==> src/aob_pkg.sv <==
package aob_pkg;

   localparam int CH_W    = 8;
   localparam int NUM_W   = 24;
   localparam int DIV_W   = 16;
   localparam int LANES   = 4;
   localparam int STEPS   = CH_W;
   localparam int QDEPTH  = 4;
   localparam int QPTR_W  = $clog2(QDEPTH);
   localparam int QCNT_W  = $clog2(QDEPTH + 1);

   localparam logic [CH_W-1:0] FULL_ALPHA = 8'd255;

   // lane order inside a request
   localparam int LANE_ALPHA = 0;
   localparam int LANE_RED   = 1;
   localparam int LANE_GREEN = 2;
   localparam int LANE_BLUE  = 3;

   typedef enum logic [1:0] {
      PATH_PASS   = 2'd0,
      PATH_OPAQUE = 2'd1,
      PATH_OVER   = 2'd2
   } path_type;

   typedef struct packed {
      logic [CH_W-1:0] base_alpha;
      logic [CH_W-1:0] base_red;
      logic [CH_W-1:0] base_green;
      logic [CH_W-1:0] base_blue;
      logic [CH_W-1:0] over_alpha;
      logic [CH_W-1:0] over_red;
      logic [CH_W-1:0] over_green;
      logic [CH_W-1:0] over_blue;
   } pixel_type;

   // one division job: quotient = num / div, always below 256
   typedef struct packed {
      logic [NUM_W-1:0] num;
      logic [DIV_W-1:0] div;
   } lane_type;

   typedef struct packed {
      path_type                path;
      lane_type [LANES-1:0]    lanes;
   } entry_type;

endpackage

==> src/aob_back.sv <==
module aob_back
   import aob_pkg::*;
(
   input  logic                       clock,
   input  logic                       reset,
   input  logic                       in_valid,
   output logic                       in_ready,
   input  entry_type                  in_entry,
   output logic                       out_valid,
   input  logic                       out_ready,
   output logic [LANES-1:0][CH_W-1:0] out_quot,
   output path_type                   out_path
);

   logic                               en;
   logic [STEPS-1:0]                   vld_ff;
   path_type                           path_ff [STEPS];
   logic [LANES-1:0][CH_W-1:0]         q_ff    [STEPS];
   logic [LANES-1:0][NUM_W-1:0]        rem_ff  [STEPS-1];
   logic [LANES-1:0][DIV_W-1:0]        div_ff  [STEPS-1];

   path_type                           cur_path [STEPS];
   logic [LANES-1:0][CH_W-1:0]         cur_q    [STEPS];
   logic [LANES-1:0][NUM_W-1:0]        cur_rem  [STEPS];
   logic [LANES-1:0][DIV_W-1:0]        cur_div  [STEPS];
   logic [LANES-1:0][NUM_W-1:0]        trial    [STEPS];
   logic [LANES-1:0]                   fits     [STEPS];
   logic [LANES-1:0][CH_W-1:0]         nxt_q    [STEPS];
   logic [LANES-1:0][NUM_W-1:0]        nxt_rem  [STEPS-1];

   assign en        = !vld_ff[STEPS-1] || out_ready;
   assign in_ready  = en;
   assign out_valid = vld_ff[STEPS-1];
   assign out_quot  = q_ff[STEPS-1];
   assign out_path  = path_ff[STEPS-1];

   always_comb begin
      cur_path[0] = in_entry.path;
      for (int l = 0; l < LANES; l++) begin
         cur_q[0][l]   = '0;
         cur_rem[0][l] = in_entry.lanes[l].num;
         cur_div[0][l] = in_entry.lanes[l].div;
      end
      for (int s = 1; s < STEPS; s++) begin
         cur_path[s] = path_ff[s-1];
         cur_q[s]    = q_ff[s-1];
         cur_rem[s]  = rem_ff[s-1];
         cur_div[s]  = div_ff[s-1];
      end
   end

   // restoring division, one quotient bit per stage, msb first
   always_comb begin
      for (int s = 0; s < STEPS; s++) begin
         for (int l = 0; l < LANES; l++) begin
            trial[s][l] = NUM_W'(cur_div[s][l]) << (STEPS - 1 - s);
            fits[s][l]  = cur_rem[s][l] >= trial[s][l];
            nxt_q[s][l] = cur_q[s][l];
            nxt_q[s][l][STEPS-1-s] = fits[s][l];
         end
      end
      for (int s = 0; s < STEPS - 1; s++) begin
         for (int l = 0; l < LANES; l++) begin
            nxt_rem[s][l] = fits[s][l] ? cur_rem[s][l] - trial[s][l] : cur_rem[s][l];
         end
      end
   end

   always_ff @(posedge clock) begin
      if (reset) begin
         vld_ff <= '0;
      end else if (en) begin
         vld_ff <= {vld_ff[STEPS-2:0], in_valid};
      end
   end

   always_ff @(posedge clock) begin
      if (en) begin
         for (int s = 0; s < STEPS; s++) begin
            path_ff[s] <= cur_path[s];
            q_ff[s]    <= nxt_q[s];
         end
         for (int s = 0; s < STEPS - 1; s++) begin
            rem_ff[s] <= nxt_rem[s];
            div_ff[s] <= cur_div[s];
         end
      end
   end

endmodule

==> config.mk <==
export PLATFORM = sky130hd
export DESIGN_NAME = aob_back
export DESIGN_NICKNAME = d
export VERILOG_FILES = /design/src/aob_pkg.sv /design/src/aob_back.sv
export SDC_FILE = /design/constraint.sdc
export NUM_CORES = 2
export LEC_CHECK = 0
export CELL_PAD_IN_SITES_DETAIL_PLACEMENT = 1
export CELL_PAD_IN_SITES_GLOBAL_PLACEMENT = 1
export CORE_AREA = 4 4 377 342
export CTS_CLUSTER_SIZE = 28
export DETAILED_ROUTE_END_ITERATION = 7
export DIE_AREA = 0 0 381 346
export DONT_BUFFER_PORTS = 1
export HOLD_SLACK_MARGIN = 0.02
export PLACE_DENSITY = 0.92
export SLEW_MARGIN = 15
export SYNTH_ARGS = -nofsm -noshare
export SYNTH_HDL_FRONTEND = slang
export SYNTH_SLANG_ARGS = --single-unit
==> constraint.sdc <==
create_clock -name clock -period 72 [get_ports clock]
set_input_delay 14.4 -clock clock [delete_from_list [all_inputs] [get_ports clock]]
set_output_delay 14.4 -clock clock [all_outputs]
set_load 0.005 [all_outputs]
* After elaboration in Yosys (flattened, before gate mapping)
Memory sizes are Yosys's and may differ from the RTL's. Cells that the tools add are included.
Word-level totals: output and inout port bits 36, memories kept 4, word-level logic and storage cells 97, register bits 8, memory bits (writable) 1392
Memory list:
- rem_ff | depth 7, bits a word 96, rd ports 7, clocked after memory_dff 0, wr ports 7, line aob_back.sv:19 | logic [LANES-1:0][NUM_W-1:0] rem_ff [STEPS-1];
- div_ff | depth 7, bits a word 64, rd ports 7, clocked after memory_dff 0, wr ports 7, line aob_back.sv:20 | logic [LANES-1:0][DIV_W-1:0] div_ff [STEPS-1];
- q_ff | depth 8, bits a word 32, rd ports 8, clocked after memory_dff 0, wr ports 8, line aob_back.sv:18 | logic [LANES-1:0][CH_W-1:0] q_ff [STEPS];
- path_ff | depth 8, bits a word 2, rd ports 8, clocked after memory_dff 0, wr ports 8, line aob_back.sv:17 | path_type path_ff [STEPS];
Cells by class: muxes and demuxes 30, reductions and logical operators 2, order comparisons 32, add/sub/neg operators 28
Operators by type and width (number):
- 2-to-1 mux 24 bit | 28
- greater-or-equal comparator 24 x 16 -> 1 bit | 4
- greater-or-equal comparator 24 x 17 -> 1 bit | 4
- greater-or-equal comparator 24 x 18 -> 1 bit | 4
- greater-or-equal comparator 24 x 19 -> 1 bit | 4
- greater-or-equal comparator 24 x 20 -> 1 bit | 4
- greater-or-equal comparator 24 x 21 -> 1 bit | 4
- greater-or-equal comparator 24 x 22 -> 1 bit | 4
- greater-or-equal comparator 24 x 23 -> 1 bit | 4
- subtractor 24 x 17 -> 24 bit | 4
- subtractor 24 x 18 -> 24 bit | 4
- subtractor 24 x 19 -> 24 bit | 4
- subtractor 24 x 20 -> 24 bit | 4
- subtractor 24 x 21 -> 24 bit | 4
- subtractor 24 x 22 -> 24 bit | 4
- subtractor 24 x 23 -> 24 bit | 4
- 2-to-1 mux 1 bit | 2
- zero test 1 bit | 1
- logical OR 1 bit | 1

* Logic depth before layout (Yosys ltp)
depth after elaboration 4, gate-level depth with buffers 14, mapped depth without buffers 14

* Least setup slack after synthesis
No wires, ideal clock.
path type input-to-output, start input port out_ready, end output port in_ready, buffers on the path 1, stages 3, arrival time 37944 ps, setup slack 19656 ps, path through nor2b_1 -> clkbuf_1 -> clkinv_1
On the way: longest elaborated chain between the ends 1
Ends and longest elaborated chain:
- from (decl) | line aob_back.sv:10 | input logic out_ready,
- logical OR 1 bit | line aob_back.sv:31 | assign en = !vld_ff[STEPS-1] || out_ready;
- to (decl) | line aob_back.sv:7 | output logic in_ready,
No other way between the ends.

* Worst setup path in the final report
Same ends and word-level chain as after synthesis.

==> flow_summary.json <==
{
  "status": "complete, no violations",
  "clock.fmax_ghz": 0.0334,
  "drt_iter0_markers": 4158,
  "total_leakage_power_nw": 31.3,
  "level_count_of_the_clock_h_tree": 4,
  "cts_num_sinks": 1288,
  "clock_skew_ns": 0.0312,
  "postSynthRegisterBits": 1288,
  "final.period_utilization_pct": 41.6,
  "hold_path.class": "reg2reg",
  "critPathBufInv": 1,
  "setup.worst_path.start": "out_ready",
  "hold_viol": 0,
  "setup-violations-final": 0,
  "worst_skew_pair.late_latency_ns": 0.81,
  "netlist_area_um2": 69700,
  "grt_setup_unrepaired": "false",
  "fp.dieArea_um2": 132000,
  "port-buffer-count": 0,
  "final_util_pct": 61.0,
  "post-cts-setup-buffer-count": 0,
  "holdPathStages": 0,
  "yosysTopAreaCellShare_pct": 55.1,
  "grt_max_degree": 95,
  "fill_cells": 12563,
  "antenna_violating_nets_post_route": 0,
  "worst_r2r_startpoint": "vld_ff[7]$_SDFFE_PP0P_",
  "r2r_setup_slack_ns": 67.04,
  "synth_enable_flop_cells": 1280,
  "worst_hold_startpoint": "q_ff[1][95]$_DFFE_PP_",
  "drt-wirelength-per-cell_um": 24.9,
  "most_frequent_cells_in_the_layout": "1280 x sky130_fd_sc_hd__edfxtp_1, 668 x sky130_fd_sc_hd__inv_1, 512 x sky130_fd_sc_hd__ha_1, 469 x sky130_fd_sc_hd__a21oi_1, 419 x sky130_fd_sc_hd__nand2_1",
  "final_period_minus_worst_setup_slack_ns": 29.95,
  "worst_hold_slack_ns": 0.408,
  "drt_pass1_iterations": 5,
  "critPathSlowestCell": "sky130_fd_sc_hd__nor2b_1",
  "critical_path.reg2reg.endpoint": "div_ff[6][39]$_DFFE_PP_",
  "boundaryPins": 202,
  "finalMaxSlewViolations": 0,
  "cp_slowest_stage_delay_ns": 0.69,
  "worst-endpoint-required_ns": 57.60,
  "tightestPinTransition_ns": 1.16,
  "cts_made_buffers": 139,
  "cts_hold_buffers": 0,
  "drv.max_cap_violation_count": 0,
  "drt_drc_violations_left": 0,
  "synth_sequential_area_ratio_pct": 55.4,
  "growth_of_design_area_from_synthesis_to_finish_pct": 9.15,
  "ctsRootBufferMaster": "sky130_fd_sc_hd__clkbuf_16",
  "rr_worst_depth": 6,
  "synth.lib_cells_used.distinct": 97,
  "syn_nets": 6768,
  "syn-instance-count": 6062,
  "max_slew_headroom_pct": 23.0,
  "core-area_um2": 125000,
  "crit_chain": "nor2b_1, inv_8",
  "synth-async-reset-ratio_pct": 0,
  "global_route_wire_length_before_repair_um": 310000,
  "post-dp-hpwl_um": 133000,
  "max-clock-path-buffers": 3,
  "via_density_per_instance": 6.32,
  "power-per-cell-area_nw_per_um2": 42.5,
  "rows": 123,
  "clk_pin_slew_ns": 0.06,
  "worst_hold_path.endpoint": "q_ff[1][127]$_DFFE_PP_",
  "yosysTopAreaCell": "sky130_fd_sc_hd__edfxtp_1",
  "synth_area_per_cell_um2": 11.5,
  "chipWidth_um": 381,
  "layout_commonest_cell": "sky130_fd_sc_hd__edfxtp_1",
  "globalplace.congestion": 0.939,
  "worst-path-max-fanout": 64,
  "timing.critical_path.arrival_ns": 15.55,
  "antenna_found_initial": 14,
  "tritoncts_clock_tree": "yes",
  "drive_gt1_share_pct": 6.36,
  "first_global_vias": 53980,
  "cts-resized-gates": 0,
  "timing.setup.tns_ns": 0,
  "final_net_count": 6843,
  "cp-start-kind": "input port",
  "die_height_um": 346,
  "critical_path.top_delay_family": "simple AND/OR/NAND/NOR gates",
  "ys.warnings.count": 0,
  "critPathKind": "in2out",
  "vias": 49821,
  "timing.critical_path.to_type": "output pin",
  "grt_remaining_overflow": 0,
  "initial_utilization_pct": 55.9,
  "track_usage_pct": 29.5,
  "synthTopCellsByArea": "sky130_fd_sc_hd__edfxtp_1 55%, sky130_fd_sc_hd__ha_1 9.2%, sky130_fd_sc_hd__inv_1 3.6%",
  "postRouteWirelength_um": 196000,
  "dominantRegCellSynth": "sky130_fd_sc_hd__edfxtp_1",
  "vdd_drop_max_v": 0.0000268
}
[per-stage QoR]
step	setup slack, ns	cell area, um^2	std cells	total power, mW
after global placement	42.19	71700	7621	2.30
after floorplan	19.66	69700	6062	2.09
final	42.05	76100	7882	3.23
after CTS	42.09	76100	7870	3.21
after global routing	41.90	76100	7870	3.40
after detailed placement	42.15	71700	7621	2.44
[flip-flops by register name (all words and copies together) (netlist names)]
signal / cells
rem_ff: 672
q_ff: 144
path_ff: 16
vld_ff: 8
div_ff: 448
[cell usage after synthesis, types with 94 or more instances]
cell,instances
sky130_fd_sc_hd__edfxtp_1,1280
sky130_fd_sc_hd__inv_1,668
sky130_fd_sc_hd__ha_1,512
sky130_fd_sc_hd__a21oi_1,472
sky130_fd_sc_hd__nand2_1,419
sky130_fd_sc_hd__o21ai_0,392
sky130_fd_sc_hd__nor2_1,382
sky130_fd_sc_hd__xnor2_1,247
sky130_fd_sc_hd__a21o_1,193
sky130_fd_sc_hd__xor2_1,193
sky130_fd_sc_hd__nor3_1,111
sky130_fd_sc_hd__nand3_1,109
sky130_fd_sc_hd__mux2_2,94
[area by class of cell]
cell class	instances	area (um^2)	share of cell area [%]
Clock inverter	73	669	0.880
Sequential cell	1288	38600	50.7
Clock buffer	176	3720	4.89
Tap cell	1625	2030	2.67
Antenna cell	12	30.0	0.0395
Multi-Input combinational cell	3999	28200	37.1
Inverter	671	2530	3.32
Timing Repair Buffer	38	285	0.375
[layer usage]
metal	wire, um	track usage, %
met5	48	0
met4	9610	13.2
met3	12600	5.53
met1	74500	35.0
met2	99500	52.3
[worst max-delay path by stage]
stage | to | slack [ns] | depth (start not counted)
6_report | in_ready | 42.05 | 2
2_1_floorplan | in_ready | 19.66 | 3
3_5_place_dp | in_ready | 42.15 | 2
4_1_cts | in_ready | 42.09 | 2
5_1_grt | in_ready | 41.90 | 2
3_3_place_gp | in_ready | 42.19 | 2
[where the power goes]
group	switching, mW	internal, mW	total, mW
clock	0.310	0.398	0.708
sequential	0.142	1.11	1.25
combinational	0.754	0.519	1.27
[kinds of logic after synthesis]
family,share of synthesized area (%)
fa+ha+maj,9.99
flops,55.4
buf+inv,4.26
mux,1.79
simple gates,9.83
xor+xnor,5.53
compound gates,13.2
No activity file was read; power rests on OpenSTA's default activity.
