`src/aob_pkg.sv`:
```
package aob_pkg;

   localparam int CH_W    = 8;
   localparam int NUM_W   = 24;
   localparam int DIV_W   = 16;
   localparam int LANES   = 4;
   localparam int STEPS   = CH_W;
   localparam int QDEPTH  = 4;
   localparam int QPTR_W  = $clog2(QDEPTH);
   localparam int QCNT_W  = $clog2(QDEPTH + 1);

   localparam logic [CH_W-1:0] FULL_ALPHA = 8'd255;

   // lane order inside a request
   localparam int LANE_ALPHA = 0;
   localparam int LANE_RED   = 1;
   localparam int LANE_GREEN = 2;
   localparam int LANE_BLUE  = 3;

   typedef enum logic [1:0] {
      PATH_PASS   = 2'd0,
      PATH_OPAQUE = 2'd1,
      PATH_OVER   = 2'd2
   } path_type;

   typedef struct packed {
      logic [CH_W-1:0] base_alpha;
      logic [CH_W-1:0] base_red;
      logic [CH_W-1:0] base_green;
      logic [CH_W-1:0] base_blue;
      logic [CH_W-1:0] over_alpha;
      logic [CH_W-1:0] over_red;
      logic [CH_W-1:0] over_green;
      logic [CH_W-1:0] over_blue;
   } pixel_type;

   // one division job: quotient = num / div, always below 256
   typedef struct packed {
      logic [NUM_W-1:0] num;
      logic [DIV_W-1:0] div;
   } lane_type;

   typedef struct packed {
      path_type                path;
      lane_type [LANES-1:0]    lanes;
   } entry_type;

endpackage

```
`src/aob_front.sv`:
```
module aob_front
   import aob_pkg::*;
(
   input  logic      clock,
   input  logic      reset,
   input  logic      in_valid,
   output logic      in_ready,
   input  pixel_type in_pix,
   output logic      out_valid,
   input  logic      out_ready,
   output entry_type out_entry
);

   logic                         accept;
   path_type                     path_in;
   logic [CH_W-1:0]              inv_ao_in;
   logic [2:0][CH_W-1:0]         cb_in;
   logic [2:0][CH_W-1:0]         co_in;
   logic [2:0][2*CH_W-1:0]       cbi_in;
   logic [2:0][2*CH_W-1:0]       coa_in;
   logic [2:0][2*CH_W-1:0]       cbab_in;
   logic [2*CH_W-1:0]            abo_in;

   logic                         a_vld_ff;
   path_type                     path_ff;
   logic [CH_W-1:0]              ab_ff;
   logic [CH_W-1:0]              ao_ff;
   logic [CH_W-1:0]              inv_ao_ff;
   logic [2:0][CH_W-1:0]         co_ff;
   logic [2*CH_W-1:0]            abo_ff;
   logic [2:0][2*CH_W-1:0]       cbi_ff;
   logic [2:0][2*CH_W-1:0]       coa_ff;
   logic [2:0][2*CH_W-1:0]       cbab_ff;

   logic [DIV_W:0]               d_wide;
   logic [DIV_W-1:0]             d;
   logic [2:0][NUM_W-1:0]        over_num;
   logic [2:0][2*CH_W-1:0]       opq_num;

   assign in_ready  = !a_vld_ff || out_ready;
   assign accept    = in_valid && in_ready;
   assign out_valid = a_vld_ff;

   // classify the request by its base color
   always_comb begin
      priority if (in_pix.base_alpha == '0 && in_pix.base_red == '0 &&
                   in_pix.base_green == '0 && in_pix.base_blue == '0) begin
         path_in = PATH_PASS;
      end else if (in_pix.base_alpha == FULL_ALPHA) begin
         path_in = PATH_OPAQUE;
      end else begin
         path_in = PATH_OVER;
      end
   end

   assign inv_ao_in = FULL_ALPHA - in_pix.over_alpha;
   assign cb_in     = {in_pix.base_blue, in_pix.base_green, in_pix.base_red};
   assign co_in     = {in_pix.over_blue, in_pix.over_green, in_pix.over_red};
   assign abo_in    = (2*CH_W)'(in_pix.base_alpha) * (2*CH_W)'(in_pix.over_alpha);

   always_comb begin
      for (int c = 0; c < 3; c++) begin
         cbi_in[c]  = (2*CH_W)'(cb_in[c]) * (2*CH_W)'(inv_ao_in);
         coa_in[c]  = (2*CH_W)'(co_in[c]) * (2*CH_W)'(in_pix.over_alpha);
         cbab_in[c] = (2*CH_W)'(cb_in[c]) * (2*CH_W)'(in_pix.base_alpha);
      end
   end

   always_ff @(posedge clock) begin
      if (reset) begin
         a_vld_ff <= 1'b0;
      end else if (in_ready) begin
         a_vld_ff <= in_valid;
      end
   end

   always_ff @(posedge clock) begin
      if (accept) begin
         path_ff   <= path_in;
         ab_ff     <= in_pix.base_alpha;
         ao_ff     <= in_pix.over_alpha;
         inv_ao_ff <= inv_ao_in;
         co_ff     <= co_in;
         abo_ff    <= abo_in;
         cbi_ff    <= cbi_in;
         coa_ff    <= coa_in;
         cbab_ff   <= cbab_in;
      end
   end

   // combined alpha: 255*ab + 255*ao - ab*ao
   assign d_wide = ((DIV_W+1)'(ab_ff) << CH_W) - (DIV_W+1)'(ab_ff)
                 + ((DIV_W+1)'(ao_ff) << CH_W) - (DIV_W+1)'(ao_ff)
                 - (DIV_W+1)'(abo_ff);
   assign d      = d_wide[DIV_W-1:0];

   always_comb begin
      for (int c = 0; c < 3; c++) begin
         over_num[c] = NUM_W'(cbab_ff[c]) * NUM_W'(inv_ao_ff)
                     + (NUM_W'(coa_ff[c]) << CH_W) - NUM_W'(coa_ff[c]);
         opq_num[c]  = cbi_ff[c] + coa_ff[c];
      end
   end

   always_comb begin
      out_entry.path = path_ff;
      unique case (path_ff)
         PATH_PASS: begin
            out_entry.lanes[LANE_ALPHA] = '{num: NUM_W'(ao_ff), div: DIV_W'(1)};
            for (int c = 0; c < 3; c++) begin
               out_entry.lanes[c+1] = '{num: NUM_W'(co_ff[c]), div: DIV_W'(1)};
            end
         end
         PATH_OPAQUE: begin
            out_entry.lanes[LANE_ALPHA] = '{num: NUM_W'(FULL_ALPHA), div: DIV_W'(1)};
            for (int c = 0; c < 3; c++) begin
               out_entry.lanes[c+1] = '{num: NUM_W'(opq_num[c]),
                                        div: DIV_W'(FULL_ALPHA)};
            end
         end
         default: begin
            out_entry.lanes[LANE_ALPHA] = '{num: NUM_W'(d), div: DIV_W'(FULL_ALPHA)};
            for (int c = 0; c < 3; c++) begin
               // both alphas zero gives zero channels
               if (d == '0) begin
                  out_entry.lanes[c+1] = '{num: '0, div: DIV_W'(1)};
               end else begin
                  out_entry.lanes[c+1] = '{num: over_num[c], div: d};
               end
            end
         end
      endcase
   end

endmodule

```
`config.mk`:
```
export PLATFORM = sky130hd
export DESIGN_NAME = aob_front
export DESIGN_NICKNAME = d
export VERILOG_FILES = /design/src/aob_pkg.sv /design/src/aob_front.sv
export SDC_FILE = /design/constraint.sdc
export NUM_CORES = 2
export LEC_CHECK = 0
export BUFFER_PORTS_ARGS = -buffer_cell sky130_fd_sc_hd__buf_2
export CAP_MARGIN = 20
export CORE_ASPECT_RATIO = 1.4
export CORE_MARGIN = 3
export CORE_UTILIZATION = 40
export DETAILED_ROUTE_END_ITERATION = 10
export PLACE_DENSITY = 0.62
export SLEW_MARGIN = 20
export SYNTH_ARGS = -nofsm -noshare
export SYNTH_HDL_FRONTEND = slang
export SYNTH_SLANG_ARGS = --single-unit
export TNS_END_PERCENT = 1
```
`constraint.sdc`:
```
create_clock -name clock -period 16.01 [get_ports clock]
set_input_delay 2.4015 -clock clock [delete_from_list [all_inputs] [get_ports clock]]
set_output_delay 2.4015 -clock clock [all_outputs]
set_load 0.02 [all_outputs]
```
After elaboration in Yosys (flattened, before gate mapping) --
Index checks and enable logic that the tools add are counted. Widths: inputs -> output; s select.
Operators by class: $add $sub $neg 14, multipliers 13, divide/modulo/power cells 0, order comparisons 0, eq/ne operators 2, shift-type cells 0, mux-type cells 5, bitwise gates (word level) 0, reduce and logical (&&, ||, !) cells 12
Operators by type and width (count):
- $pmux 160 s2 | 1
- $mul 8x8->16 | 10
- $mux 40 | 3
- $add 24x24->24 | 3
- $mul 16x8->24 | 3
- $sub 24x16->24 | 3
- $add 16x16->16 | 4
- $logic_not 8->1 | 4
- $sub 16x8->16 | 2
- $logic_not 16->1 | 1
- $sub 16x16->16 | 1
- $eq 8x8->1 const B | 1
- $sub 8x8->8 const A | 1
- $logic_and 1x1->1 | 4
- $eq 2x1->1 const B | 1
- $logic_not 2->1 | 1
- $mux 2 | 1
- $logic_not 1->1 | 1
- $logic_or 1x1->1 | 1
Storage, ports and cells: register bits after elaboration 211, latch bits 0, RAM bits 0, ROM bits 0, input bits 68, output and inout port bits 164, word-level logic and storage cells 64, memories kept 0

Logic depth before layout (Yosys ltp) --
depth after elaboration 7, gate-level depth with buffers 21, mapped depth without buffers 19

Least setup slack after synthesis --
Ideal clock, no wire load.
kind flip-flop to output port, start point register inv_ao_ff[0], end point output out_entry[118] (netlist name), arrival 5.867 ns, data required time 13.608 ns, path slack 7.741 ns, stages on the path, launching flop included 21, cell sequence edfxtp_1 clkbuf_1 clkbuf_1 nand2_1 fa_1 inv_1 fa_1 fa_1 fa_1 inv_1 fa_1 inv_1 ha_1 o21ai_0 o21ba_2 a2111oi_0 nor3_1 o31ai_1 a32oi_1 xnor2_1 nor2_1
RTL lines:
- start: declaration | RTL line aob_front.sv:28 | logic [CH_W-1:0] inv_ao_ff;
- start signal: assignment | RTL line aob_front.sv:82 | inv_ao_ff <= inv_ao_in;
- end: declaration | RTL line aob_front.sv:11 | output entry_type out_entry

==> summary by stage <==
Outcome
The flow ran to the end, and the final reports show no timing, DRC or antenna violations.

Logic synthesis
The post-synthesis async set-or-reset flop share is 0%. The synthesized netlist occupies a cell area of between 40000 and 50000 um2. The prevailing post-synth register cell is edfxtp_1. After synthesis, the cell types taking the most area are fa_1, ha_1, edfxtp_1. The main combinational cell family by area after synthesis is adder cells. The sequential share of the synthesized area is 13.75%. The cell type with the highest aggregate area in the netlist is fa_1.

The number of register bits inferred by synthesis is about 210. In this run, synthesis inferred between 200 and 250 flip-flops with an integrated enable. The portion of synthesized area spent on multiplexers is 0.4569%. The cell count after synthesis came out at 4998. After Yosys synthesis, and, or, nand and nor cells account for 16.66% of the synthesized area. The share of the synthesized area in the top cell type is 31.24%. The number of distinct library cells after synthesis is a little over 70.

After Yosys synthesis, full adders, half adders and majority gates account for 47.86% of the synthesized area. The synthesized netlist devotes 6.720% of its cell area to compound gates. The synthesized area per cell is roughly 9.2 um2. The post-synthesis xor/xnor area fraction is under 10%. During synthesis, Yosys emitted a total of 0 warnings.

Floorplanning
Once the floorplan was initialized, standard cells occupied roughly two fifths of the core. The count of standard-cell rows is 146. The chip width is just under 300 um. The number of top-level design ports is 232. The die outline height is 407.3 um. The die covers around 120000 um2.

In this run the standard cell core region covers approximately 110000 um2.

Place
The routability-driven placement congestion ratio is 0.8939. The count of buffers inserted at the top-level ports is roughly 210. The half-perimeter wire length after placement is roughly 100000 um.

CTS
The number of hold buffers added after CTS is 0. The clock passes through at most 3 buffers. The total of cells resized after clock tree synthesis is 0. The clock transition time at the flip-flop clock pins of the worst setup and hold paths is 0.06 ns. At the later pin of the worst-skew pair, clock insertion delay measures approximately 0.60 ns.

CTS built an H-tree with a depth of 1. The CTS buffer count is 27. The clock tree root buffer cell is clkbuf_16.

The clock sink count is between 200 and 250. In this run the post-CTS setup repair buffer count came out at 0. The TritonCTS clock tree is done.

Worst setup path
On the worst path, the slowest cell contributes a delay of ~0.67 ns. The maximum fanout encountered on the critical timing path is 48. Walking the worst path, the cells encountered are buf_4, nand2_1, fa_1, inv_1, fa_1, fa_1, fa_1, inv_1, fa_1, inv_1, ha_1, o21ai_0, o21ba_2, a2111oi_0, nor3_1, o31ai_1, a32oi_1, xnor2_1, nor2_1, buf_2. The critical path contains buffers and inverters numbering 5 combined. The kind of end point of the critical path is a primary output. The launching instance or port of the critical path is inv_ao_ff[2]. The setup path with the least slack is of type reg -> out.

The dominant cell type by count on the critical path is fa_1. The slowest stage of the critical path belongs to the cell a2111oi_0. The kind of cell adding the most delay to the critical path is adder cells. Data on the critical path arrives at its endpoint at around 7.2 ns. The worst reg2reg path startpoint is out_valid.

The critical path data required time is ~14 ns. The launching element type of the critical path is a flip-flop.

STA
On the final layout, the worst clock skew is approximately 0.018 ns. The worst path in the final design needs a cycle of ~9.6 ns, including I/O delays and setup. The hold violation count in the final report is 0. The final sum of negative setup slack is 0 ns. The final-report setup violation count is 0. The count of pins over their slew limit is 0. Setup repair after global routing left no endpoint under its margin. At the pin with the least slew margin, the transition time is around 0.97 ns. The maximum clock frequency is between 100 and 150 MHz.

The worst slew margin relative to its limit is between 30 and 40%. After layout, the worst path uses about three fifths of the clock period.

Detailed routing
The final antenna-violating net count is 0. The wire length per cell is 18.97 um. The post-detailed-routing wire length is between 100000 and 150000 um. The remaining routing DRC violations is 0. After detailed routing, the number of vias per cell comes to around 5.2. The overall via count from detail_route is between 30000 and 40000. For this block, the initial DRC count from the detailed router was about 1800. The number of search-and-repair iterations in the first detailed-routing pass is 5.

Global route
The number of global-route vias before repair is 36870. Global routing consumed, on the met2 layer, 38.78% of the routing resources. The first global-routing pass estimated between 200000 and 250000 um of wire. Global routing finished with a remaining overflow of 0. The largest net degree at the start of global routing is 64. The global routing usage on met1 is between 20% and 30%.

Global routing used approximately 21% of the available tracks. Global routing used about 2.0% of the available met3 tracks. The most used routing layer in global routing is met2.

The number of antenna violations at the first check in global routing was 19.

Cells and area
Leaving out fill and tap cells, the most frequent cell in the layout is inv_1. In the final layout, the share of cells above drive strength 1 is approximately 6.3%. From synthesis to final layout, the design area changed by 6.747%. In the layout the commonest cells are inv_1, fa_1, ha_1. At the end of the flow, the number of nets in the layout was roughly 6500.

Run
The count of maximum capacitance violations is 0.

Hold path
In this run the most critical hold path is launched from out_valid. The class of the tightest hold or removal check is reg -> reg.
kinds of logic after synthesis:
logic type | after synthesis
other | 2
AND/OR/NAND/NOR | 1544
AO/OA/AOI/OAI | 472
buffers and inverters | 1193
flip-flops | 211
multiplexers | 21
adder cells (fa/ha/maj) | 1329
XOR/XNOR | 226
metal layers:
metal  wire length (um)  share of wire, %
met1              50470                40
met2              63580                51
met3               5607               4.5
met4               5169               4.1
met5                 57             0.046
through the flow:
stage	util (%)	hold WS [ns]	cells	setup slack [ns]	cell area [um2]
floorplan	-	0.7290	5013	7.741	46070
global placement	42.43	0.5081	6524	7.199	48220
detailed placement	42.43	0.5100	6524	7.173	48220
CTS	43.20	0.5180	6572	6.511	49090
global route	43.22	0.5616	6578	6.211	49100
finish	43.23	0.5201	6582	6.449	49110
tightest hold or removal path, delay by kind of cell, from the launching register on:
family	cells	cell delay [ns]
flops	1	0.31
simple gates	1	0.10
compound gates	1	0.07
sequential cells by signal, summed over array words and instances, names as in the netlist:
register   count
co_ff         24
ab_ff          8
cbab_ff       48
abo_ff        16
inv_ao_ff      8
ao_ff          8
cbi_ff        48
out_valid      1
path_ff        2
coa_ff        48
final timing paths:
check / slack, ns / cells past startpoint / to
worst min register to register: 0.52 / 2 / out_valid
worst max register to register: 13.02 / 4 / coa_ff[15]
worst min-delay path: 0.52 / 2 / out_valid
worst max-delay path: 6.45 / 20 / out_entry[118]
area by class of cell:
class / instances / area [um2]
Multi-Input combinational cell: 3609 / 35050
Tap cell: 1480 / 1852
Antenna cell: 10 / 25.02
Timing Repair Buffer: 248 / 1326
Clock buffer: 29 / 683.2
Inverter: 976 / 3664
Clock inverter: 19 / 191.4
Fill cell: 11160 / 64510
Sequential cell: 211 / 6326
synth_stat cells (19+ instances only):
cell type	number
a21boi_0	22
a21o_1	38
a21oi_1	123
and2_1	447
buf_4	61
clkbuf_1	141
edfxtp_1	210
fa_1	718
ha_1	611
inv_1	970
mux2i_1	21
nand2_1	595
nand2b_1	28
nand3_1	47
nor2_1	161
nor2b_1	130
nor3_1	51
o21a_1	19
o21ai_0	87
o22ai_1	46
or3_1	20
xnor2_1	167
xor2_1	59
Power is not shown: default switching activity piles up to over one toggle a cycle in this logic, so the estimate is an artifact.
