===== config.mk =====
export PLATFORM = sky130hd
export DESIGN_NAME = aob_queue
export DESIGN_NICKNAME = d
export VERILOG_FILES = /design/src/aob_pkg.sv /design/src/aob_queue.sv
export SDC_FILE = /design/constraint.sdc
export NUM_CORES = 1
export LEC_CHECK = 0
export ABC_AREA = 1
export BUFFER_PORTS_ARGS = -buffer_cell sky130_fd_sc_hd__buf_2
export CELL_PAD_IN_SITES_DETAIL_PLACEMENT = 0
export CELL_PAD_IN_SITES_GLOBAL_PLACEMENT = 1
export CORE_MARGIN = 3
export CORE_UTILIZATION = 43
export DETAILED_ROUTE_END_ITERATION = 8
export GPL_TIMING_DRIVEN = 0
export PLACE_DENSITY = 0.87
export SETUP_SLACK_MARGIN = 0.02
export SLEW_MARGIN = 20
export SYNTH_ARGS = -nofsm -noshare
export SYNTH_HDL_FRONTEND = slang
export SYNTH_SLANG_ARGS = --single-unit

===== constraint.sdc =====
create_clock -name clock -period 9.1 [get_ports clock]
set_input_delay 2.275 -clock clock [delete_from_list [all_inputs] [get_ports clock]]
set_output_delay 2.275 -clock clock [all_outputs]
set_load 0.02 [all_outputs]

===== src/aob_pkg.sv =====
package aob_pkg;

   localparam int CH_W    = 8;
   localparam int NUM_W   = 24;
   localparam int DIV_W   = 16;
   localparam int LANES   = 4;
   localparam int STEPS   = CH_W;
   localparam int QDEPTH  = 4;
   localparam int QPTR_W  = $clog2(QDEPTH);
   localparam int QCNT_W  = $clog2(QDEPTH + 1);

   localparam logic [CH_W-1:0] FULL_ALPHA = 8'd255;

   // lane order inside a request
   localparam int LANE_ALPHA = 0;
   localparam int LANE_RED   = 1;
   localparam int LANE_GREEN = 2;
   localparam int LANE_BLUE  = 3;

   typedef enum logic [1:0] {
      PATH_PASS   = 2'd0,
      PATH_OPAQUE = 2'd1,
      PATH_OVER   = 2'd2
   } path_type;

   typedef struct packed {
      logic [CH_W-1:0] base_alpha;
      logic [CH_W-1:0] base_red;
      logic [CH_W-1:0] base_green;
      logic [CH_W-1:0] base_blue;
      logic [CH_W-1:0] over_alpha;
      logic [CH_W-1:0] over_red;
      logic [CH_W-1:0] over_green;
      logic [CH_W-1:0] over_blue;
   } pixel_type;

   // one division job: quotient = num / div, always below 256
   typedef struct packed {
      logic [NUM_W-1:0] num;
      logic [DIV_W-1:0] div;
   } lane_type;

   typedef struct packed {
      path_type                path;
      lane_type [LANES-1:0]    lanes;
   } entry_type;

endpackage


===== src/aob_queue.sv =====
module aob_queue
   import aob_pkg::*;
(
   input  logic      clock,
   input  logic      reset,
   input  logic      in_valid,
   output logic      in_ready,
   input  entry_type in_entry,
   output logic      out_valid,
   input  logic      out_ready,
   output entry_type out_entry
);

   entry_type           mem_ff [QDEPTH];
   logic [QPTR_W-1:0]   wr_ptr_ff;
   logic [QPTR_W-1:0]   rd_ptr_ff;
   logic [QCNT_W-1:0]   cnt_ff;
   logic [QCNT_W-1:0]   cnt_in;
   logic                push;
   logic                pop;

   assign in_ready  = cnt_ff != QCNT_W'(QDEPTH);
   assign out_valid = cnt_ff != '0;
   assign push      = in_valid && in_ready;
   assign pop       = out_valid && out_ready;
   assign out_entry = mem_ff[rd_ptr_ff];

   always_comb begin
      cnt_in = cnt_ff;
      if (push && !pop) begin
         cnt_in = cnt_ff + QCNT_W'(1);
      end else if (pop && !push) begin
         cnt_in = cnt_ff - QCNT_W'(1);
      end
   end

   always_ff @(posedge clock) begin
      if (reset) begin
         wr_ptr_ff <= '0;
         rd_ptr_ff <= '0;
         cnt_ff    <= '0;
      end else begin
         cnt_ff <= cnt_in;
         if (push) begin
            wr_ptr_ff <= wr_ptr_ff + QPTR_W'(1);
         end
         if (pop) begin
            rd_ptr_ff <= rd_ptr_ff + QPTR_W'(1);
         end
      end
   end

   always_ff @(posedge clock) begin
      if (push) begin
         mem_ff[wr_ptr_ff] <= in_entry;
      end
   end

endmodule


Yosys cells after proc, flatten, opt, wreduce, memory -nomap -nowiden
Memory sizes are Yosys's and may differ from the RTL's. A register that Yosys moved wholly into a read port is not among the register bits.
Index checks and enable logic that the tools add are counted.
{ "totals": {"memories": 1, "inputBits": 166, "register_bits": 7, "ramBits": 648, "word_cells": 23, "output_inout_bits": 164} }
{ "memory_table": {"columns": ["name", "words", "width", "rd", "rd_ports_with_merged_regs", "write_ports", "line_no", "source"], "rows": [
  ["mem_ff", 4, 162, 1, 1, 1, "aob_queue.sv:14", "entry_type mem_ff [QDEPTH];"]
]} }
{ "op_classes": {"n_eq_ne": 1, "add_sub_neg": 4, "mux": 6, "n_reduce_logical": 8} }
{ "op_table": {"columns": ["cell", "n"], "rows": [
  ["two-way mux 3 bit", 2],
  ["adder 2 x 1 -> 2 bit (second input constant)", 2],
  ["logical AND 1 bit", 4],
  ["two-way mux 2 bit", 2],
  ["adder 3 x 1 -> 3 bit (second input constant)", 1],
  ["!= test 3 bit (second input constant)", 1],
  ["nonzero test 3 bit", 1],
  ["subtractor 3 x 1 -> 3 bit (second input constant)", 1],
  ["zero test 1 bit", 2],
  ["two-way mux 1 bit", 2],
  ["nonzero test 2 bit", 1]
]} }

Depth between registers and ports, before layout
Gate-level depths: netlist of the first run.
{ "depth": {"ltp_word": 6, "ltp_mapped": 13, "ltp_nobuf": 13} }

Worst setup path after synthesis of the first run
OpenSTA, ideal clock, no wires.
{ "synth_path": {"kind": "input port to flip-flop", "start": "in in_valid", "end": "mem mem_ff[0][0] in the netlist's numbering (enable)", "setup_time_ns": 0.687, "path_slack_ns": -0.704, "arrival_ns": 9.117, "stages": 2, "t_required_ns": 8.413, "path_buffers": 0, "path_cell_list": "nand2_1 > nor2_1"} }
{ "synth_via": {"elab_chain_cells": 3} }
{ "synth_lines": {"columns": ["element", "line_no", "source"], "rows": [
  ["start, declared", "aob_queue.sv:6", "input logic in_valid,"],
  ["logical AND 1 bit", "aob_queue.sv:24", "assign push = in_valid && in_ready;"],
  ["two-way mux 1 bit", "aob_queue.sv:54", "if (push) begin"],
  ["two-way mux 1 bit (implied by the code)", "aob_queue.sv:55", "mem_ff[wr_ptr_ff] <= in_entry;"],
  ["end, declared", "aob_queue.sv:14", null]
]} }
Every way passes these cells.

==> results of run 1 <==
cells by family (layout without fill, tap and decap cells):
group,Yosys count,after routing
simple gates,358,358
fa+ha+maj,6,6
other cells,0,12
xor+xnor,1,1
buf+inv,122,601
compound gates,490,490
flops,657,657
cell usage in the layout (no fill, tap or decap):
cell type	instances
dfxtp_1	9
o21ai_1	24
clkbuf_16	70
clkbuf_4	1
a21oi_1	3
nand3_1	4
inv_6	1
edfxtp_1	648
clkinv_2	8
clkinvlp_4	1
buf_4	8
bufinv_16	6
o21ai_0	301
nor2_1	334
nor2_4	4
o22ai_1	161
clkinv_1	9
buf_12	23
inv_12	1
o22ai_2	1
buf_16	12
inv_1	14
clkbuf_2	14
buf_8	9
nand2_1	15
buf_2	341
ha_1	5
fa_1	1
xor2_1	1
clkinv_8	3
diode_2	12
nand3b_1	1
clkinv_4	3
clkbuf_1	53
buf_6	21
inv_2	1
clkbuf_8	2
registers in the layout, summed over array words and instances (netlist names), named ones only:
register   cells
rd_ptr_ff      2
wr_ptr_ff      2
mem_ff       648
cnt_ff         3
worst max-delay path, delay by kind of cell (launching register included):
family | cells | cell delay, ns
DFF | 1 | 0.29
buffers and inverters | 4 | 1.28
AOI/OAI and AO/OA | 2 | 0.41
final cells by class:
cell class              count  area (sq um)  share of cell area (%)
well taps                 756           946                    3.14
repair buffers            362          2400                    7.95
clock buffers              86          1820                    6.04
multi-input cells         855          4140                    13.7
plain buffers             106           766                    2.54
diodes                     12          30.0                  0.0996
clock inverters            31           345                    1.15
inverters                  16          72.6                   0.241
flip-flops and latches    657         19600                    65.1
power groups by stage:
stage / Sequential, W / Combinational (W) / Clock (W)
finish: 0.00374 / 0.00254 / 0.00269
CTS: 0.00374 / 0.00257 / 0.00274
detailed placement: 0.00380 / 0.00256 / 0
global placement: 0.00395 / 0.00241 / 0
floorplan: 0.00387 / 0.00148 / 0
global route: 0.00376 / 0.00272 / 0.00287
worst min-delay path by stage:
stage | to | slack, ns | depth (start not counted)
final | wr_ptr_ff[1] | 0.52 | 2
after CTS | flip-flop | 0.52 | 2
after floorplan | flip-flop | 0.46 | 2
after global routing | rd_ptr_ff[1] | 0.55 | 2
after global placement | rd_ptr_ff[0] | 0.49 | 2
after detailed placement | rd_ptr_ff[1] | 0.51 | 2
routing by layer:
metal	vias to the layer above	global-route usage, %	wire, um
met5	-	0	109
met4	16	7.71	1900
met3	133	5.59	5560
met2	635	33.7	30400
met1	7720	24.6	23800
li1	7082	-	-
stage by stage:
step	hold WS (ns)	instance area [sq um]	cells	TNS (ns)
finish	0.522	30200	2881	0
floorplan	0.459	24600	1634	-456.16
detailed placement	0.514	28000	2752	0
CTS	0.525	30100	2869	0
global placement	0.485	27200	2719	-4154.61
global route	0.549	30100	2872	0
==> impl_metrics.yaml, run 1 <==
outcome:
  status: "finished, final reports clean"
timing:
  fin_crit_sh_pct: 53.5
  fin_ws_ns: 4.23
  fmax_mhz: 206
  setup-violations-final: 0
  grt_setup_unrepaired: "no"
  slew_headroom_pct: 49.8
  min_period_ns: 4.87
  final_hold_viol_count: 0
  tightest_slew_ns: 0.751
  finClkSkew_ns: 0.0254
  slew_violations: 0
critical_path:
  crit_end: "out_entry[153]"
  reg2reg_from: "cnt_ff[0]"
  worstPathRequired_ns: 6.83
  slowest_delay_ns: 0.58
  cp-end-kind: "output port"
  r2r_cells: 8
  reg2reg_slack_ns: 6.44
  critPathArrivalTime_ns: 2.59
  crit_fanout: 10
  r2r_end: "mem_ff[1][87]"
  cpMaxStageDelayCell: "clkbuf_1"
  critical_path.cell_chain: "buf_4 > inv_2 > clkbuf_1 > o21ai_0 > o22ai_1 > buf_2"
  cp-start-kind: "flip-flop"
  path_class: "reg2out"
placement:
  port_buffers: 329
  gp_congestion: 0.757
  dp_hpwl_um: 40100
  place_ws_ns: 4.66
clocking:
  cts_setup_buffers: 0
  ctsResizeCount: 0
  htreeDepth: 3
  clkLatencyLatePin_ns: 0.59
  path_clk_slew_ns: 0.06
  cts.sinks: 657
  numCtsBuffers: 67
  ctsHoldBuffers: 0
  cts_tree: "done"
  clockBufferDepth: 3
  cts_root_buf: "clkbuf_16"
yosys:
  synth_top_family_by_area: "compound AO/OA/AOI/OAI gates"
  synth_edf_count: 648
  synth_compound_area_share_pct: 10.8
  synth.most_common_cell: "edfxtp_1"
  yosysSeqAreaShare_pct: 79.9
  synthesis.area_sq_um: 24600
  synth.area.top_cells: "edfxtp_1, o21ai_0, nor2_1"
  yosysTopAreaCell: "edfxtp_1"
  synth_cell_types: 26
  synthSimpleGateAreaFrac_pct: 5.50
  yosys-mux-area-fraction_pct: 0
  synth-seq-cells: 657
  synthCells: 1634
  synth_xor_area_share_pct: 0.0356
  ys_async_sr_fraction_pct: 0
  synth_fa_ha_area_share_pct: 0.336
  synth_ff_type: "edfxtp_1"
  yosys_warnings: 0
  synth_common_cells: "edfxtp_1, nor2_1, o21ai_0, o22ai_1, clkbuf_1"
  syn_area_per_cell_sq_um: 15.0
  synth.top_cell.area_share_pct: 79.2
  synth_nets: 1806
global_routing:
  grt_pass1_vias: 15700
  grtUsageTotal_pct: 20.0
  grt_max_degree: 23
  gr-total-overflow: 0
  grt_antenna_before_repair: 15
  grt_pass1_wl_um: 90700
detailed_routing:
  vias_per_cell: 5.41
  route.antenna.remaining_nets: 0
  drc_errors: 0
  routedWlPerCell_um: 21.4
  vias: 15600
  drtPass1Iterations: 5
  drt_iter0_drc: 1227
  drt_wl_total_um: 61700
power:
  power_leakage_nw: 10.6
  netSwitchingPower_w: 0.00293
  p_sw_share_pct: 32.6
  p_seq_share_pct: 41.7
  p_per_area_nw_per_um2: 297
  p_clk_share_pct: 30.0
  ir_drop_v: 0.000207
  p_comb_share_pct: 28.3
  p_int_w: 0.00604
  power_w: 0.00897
floorplan:
  die_h_um: 245
  fp.dieW_um: 245
  initial_core_util_pct: 43.5
  row_count: 87
  core_region_area_sq_um: 56500
  io_pins: 330
  die-area_sq_um: 60100
finish:
  num-fill-cells: 4442
  layout.nets: 2237
  area_growth_pct: 22.7
  post-route-util_pct: 53.4
  drive_above_1_share_pct: 25.1
job:
  drv_cap: 0
hold_path:
  min_from: "wr_ptr_ff[1]"
  hold_class: "reg2reg"
No activity file was read; power rests on OpenSTA's default activity.
==> run 2: changes to the inputs <==
- CORE_UTILIZATION: 43 -> 45
- clock period: 9.1 -> 5 ns (I/O delays scaled with it)
==> impl_metrics.yaml, run 2 (synthesized netlist as in run 1, its figures left out) <==
outcome:
  status: "finished, final reports clean"
global_routing:
  grtUsageTotal_pct: 21.3
  grt_max_degree: 24
  grt_antenna_before_repair: 16
  gr-total-overflow: 0
  grt_pass1_wl_um: 92400
  grt_pass1_vias: 15600
finish:
  mostFrequentLayoutCells: "edfxtp_1, buf_2, nor2_1"
  layout.cells.most_common: "edfxtp_1"
  drive_above_1_share_pct: 25.0
  area_growth_pct: 23.3
  register_area_sq_um: 19600
  reg.largest.list: "mem_ff: 648 flops, cnt_ff: 3 flops"
  multiInputGateArea_sq_um: 4140
  layout.nets: 2244
  largest_reg_flops: 648
  regMostFlops: "mem_ff"
  num-fill-cells: 4174
  instances_no_fill: 2825
detailed_routing:
  vias: 15600
  dr_wl_met3_um: 5480
  drt_wl_total_um: 62300
  drc_errors: 0
  routedWlPerCell_um: 22.1
  route.antenna.remaining_nets: 0
  drt-met1-wl_um: 24600
  top_layer: "met5"
  drt_iter0_drc: 1206
  drtPass1Iterations: 5
  vias_per_cell: 5.51
  wl_met2_um: 30600
critical_path:
  cp-end-kind: "output port"
  cpMaxStageDelayCell: "buf_4"
  reg2reg_slack_ns: 2.41
  reg2reg_from: "cnt_ff[0]"
  crit_fanout: 10
  crit_top_cell: "buf_4"
  cp_top_family: "buffers and inverters"
  worstPathRequired_ns: 3.75
  critPathArrivalTime_ns: 2.62
  cp-start-kind: "flip-flop"
  slowest_delay_ns: 0.33
  path_buf_inv: 5
  critical_path.cell_chain: "buf_4 > inv_2 > buf_4 > clkbuf_2 > o21ai_0 > o22ai_1 > buf_2"
  r2r_end: "mem_ff[2][122]"
  path_class: "reg2out"
  r2r_cells: 8
timing:
  final_hold_viol_count: 0
  fmax_mhz: 258
  fin_worst_hold_slack_ns: 0.520
  setup-violations-final: 0
  min_period_ns: 3.87
  finClkSkew_ns: 0.0241
  grt_setup_unrepaired: "no"
  slew_headroom_pct: 56.4
  fin_crit_sh_pct: 77.4
  fin_ws_ns: 1.13
  tightest_slew_ns: 0.652
  slew_violations: 0
placement:
  dp_hpwl_um: 40300
  gp_congestion: 0.760
  place_ws_ns: 1.67
  placed_cells: 2698
  port_buffers: 329
clocking:
  cts_root_buf: "clkbuf_16"
  cts_setup_buffers: 0
  path_clk_slew_ns: 0.06
  numCtsBuffers: 68
  ctsResizeCount: 0
  clkLatencyLatePin_ns: 0.59
  ctsHoldBuffers: 0
  clockBufferDepth: 3
  htreeDepth: 3
  cts.sinks: 657
  cts_tree: "done"
job:
  drv_cap: 0
power:
  power_leakage_nw: 10.7
  ir_drop_v: 0.000404
  p_per_area_nw_per_um2: 541
floorplan:
  core_region_area_sq_um: 53900
  die-area_sq_um: 57500
  row_count: 85
  initial_core_util_pct: 45.6
  fp.dieW_um: 240
  die_h_um: 240
  io_pins: 330
hold_path:
  worstHoldPathCells: 2
  hold_class: "reg2reg"
  min_from: "rd_ptr_ff[0]"
  worstHoldEndpoint: "rd_ptr_ff[0]"
-- run 2: cell types whose count changed in the layout (fill, tap and decap cells not counted), sizes merged --
| cell | before | now |
|---|---|---|
| clkinvlp | 1 | 2 |
| bufinv | 6 | 7 |
| buf | 414 | 420 |
| clkbuf | 140 | 141 |
| diode | 12 | 10 |
| clkinv | 23 | 20 |
-- run 2: layout make-up --
class,count,share of cell area [%]
antenna,10,0.0826
tap,696,2.87
clock buffer,87,6.06
clock inverter,30,1.06
buffer,106,2.53
inverter,16,0.239
sequential,657,64.8
multi-input combinational,855,13.6
timing repair buffer,368,8.70
-- run 2: layer usage --
| metal | global-route usage (%) | vias to the layer above |
|---|---|---|
| li1 | - | 7083 |
| met1 | 27.6 | 7724 |
| met2 | 35.1 | 629 |
| met3 | 5.96 | 119 |
| met4 | 6.91 | 20 |
| met5 | 0 | - |
-- run 2: through the flow --
stage / cell area [sq um] / TNS, ns / total power (W) / util (%)
CTS: 30300 / 0 / 0.0166 / 56.2
detailed placement: 28100 / 0 / 0.0116 / 52.2
global placement: 27100 / -2971.32 / 0.0115 / 50.3
finish: 30300 / 0 / 0.0164 / 56.2
floorplan: 24600 / -699.95 / 0.00967 / -
global route: 30300 / 0 / 0.0171 / 56.2
-- run 2: worst max path at each step --
stage                     slack (ns)        endpoint  depth (start not counted)
after floorplan                -1.08    mem_ff[0][0]                          2
after global placement         -4.67  mem_ff[3][104]                          3
after detailed placement        1.67  mem_ff[2][115]                          7
after CTS                       1.11  out_entry[120]                          7
after global routing            1.02  out_entry[159]                          6
final                           1.13  out_entry[133]                          7
-- run 2: worst min-delay path: cells and delay by family, from the launching register on --
family	cells	cell delay, ns
simple gates	1	0.09
compound gates	1	0.06
flops	1	0.32
-- run 2: report_power, final --
group	switching (W)	internal (W)
clock	0.00197	0.00295
combinational	0.00320	0.00148
sequential	0.000124	0.00668
total	0.00529	0.0111
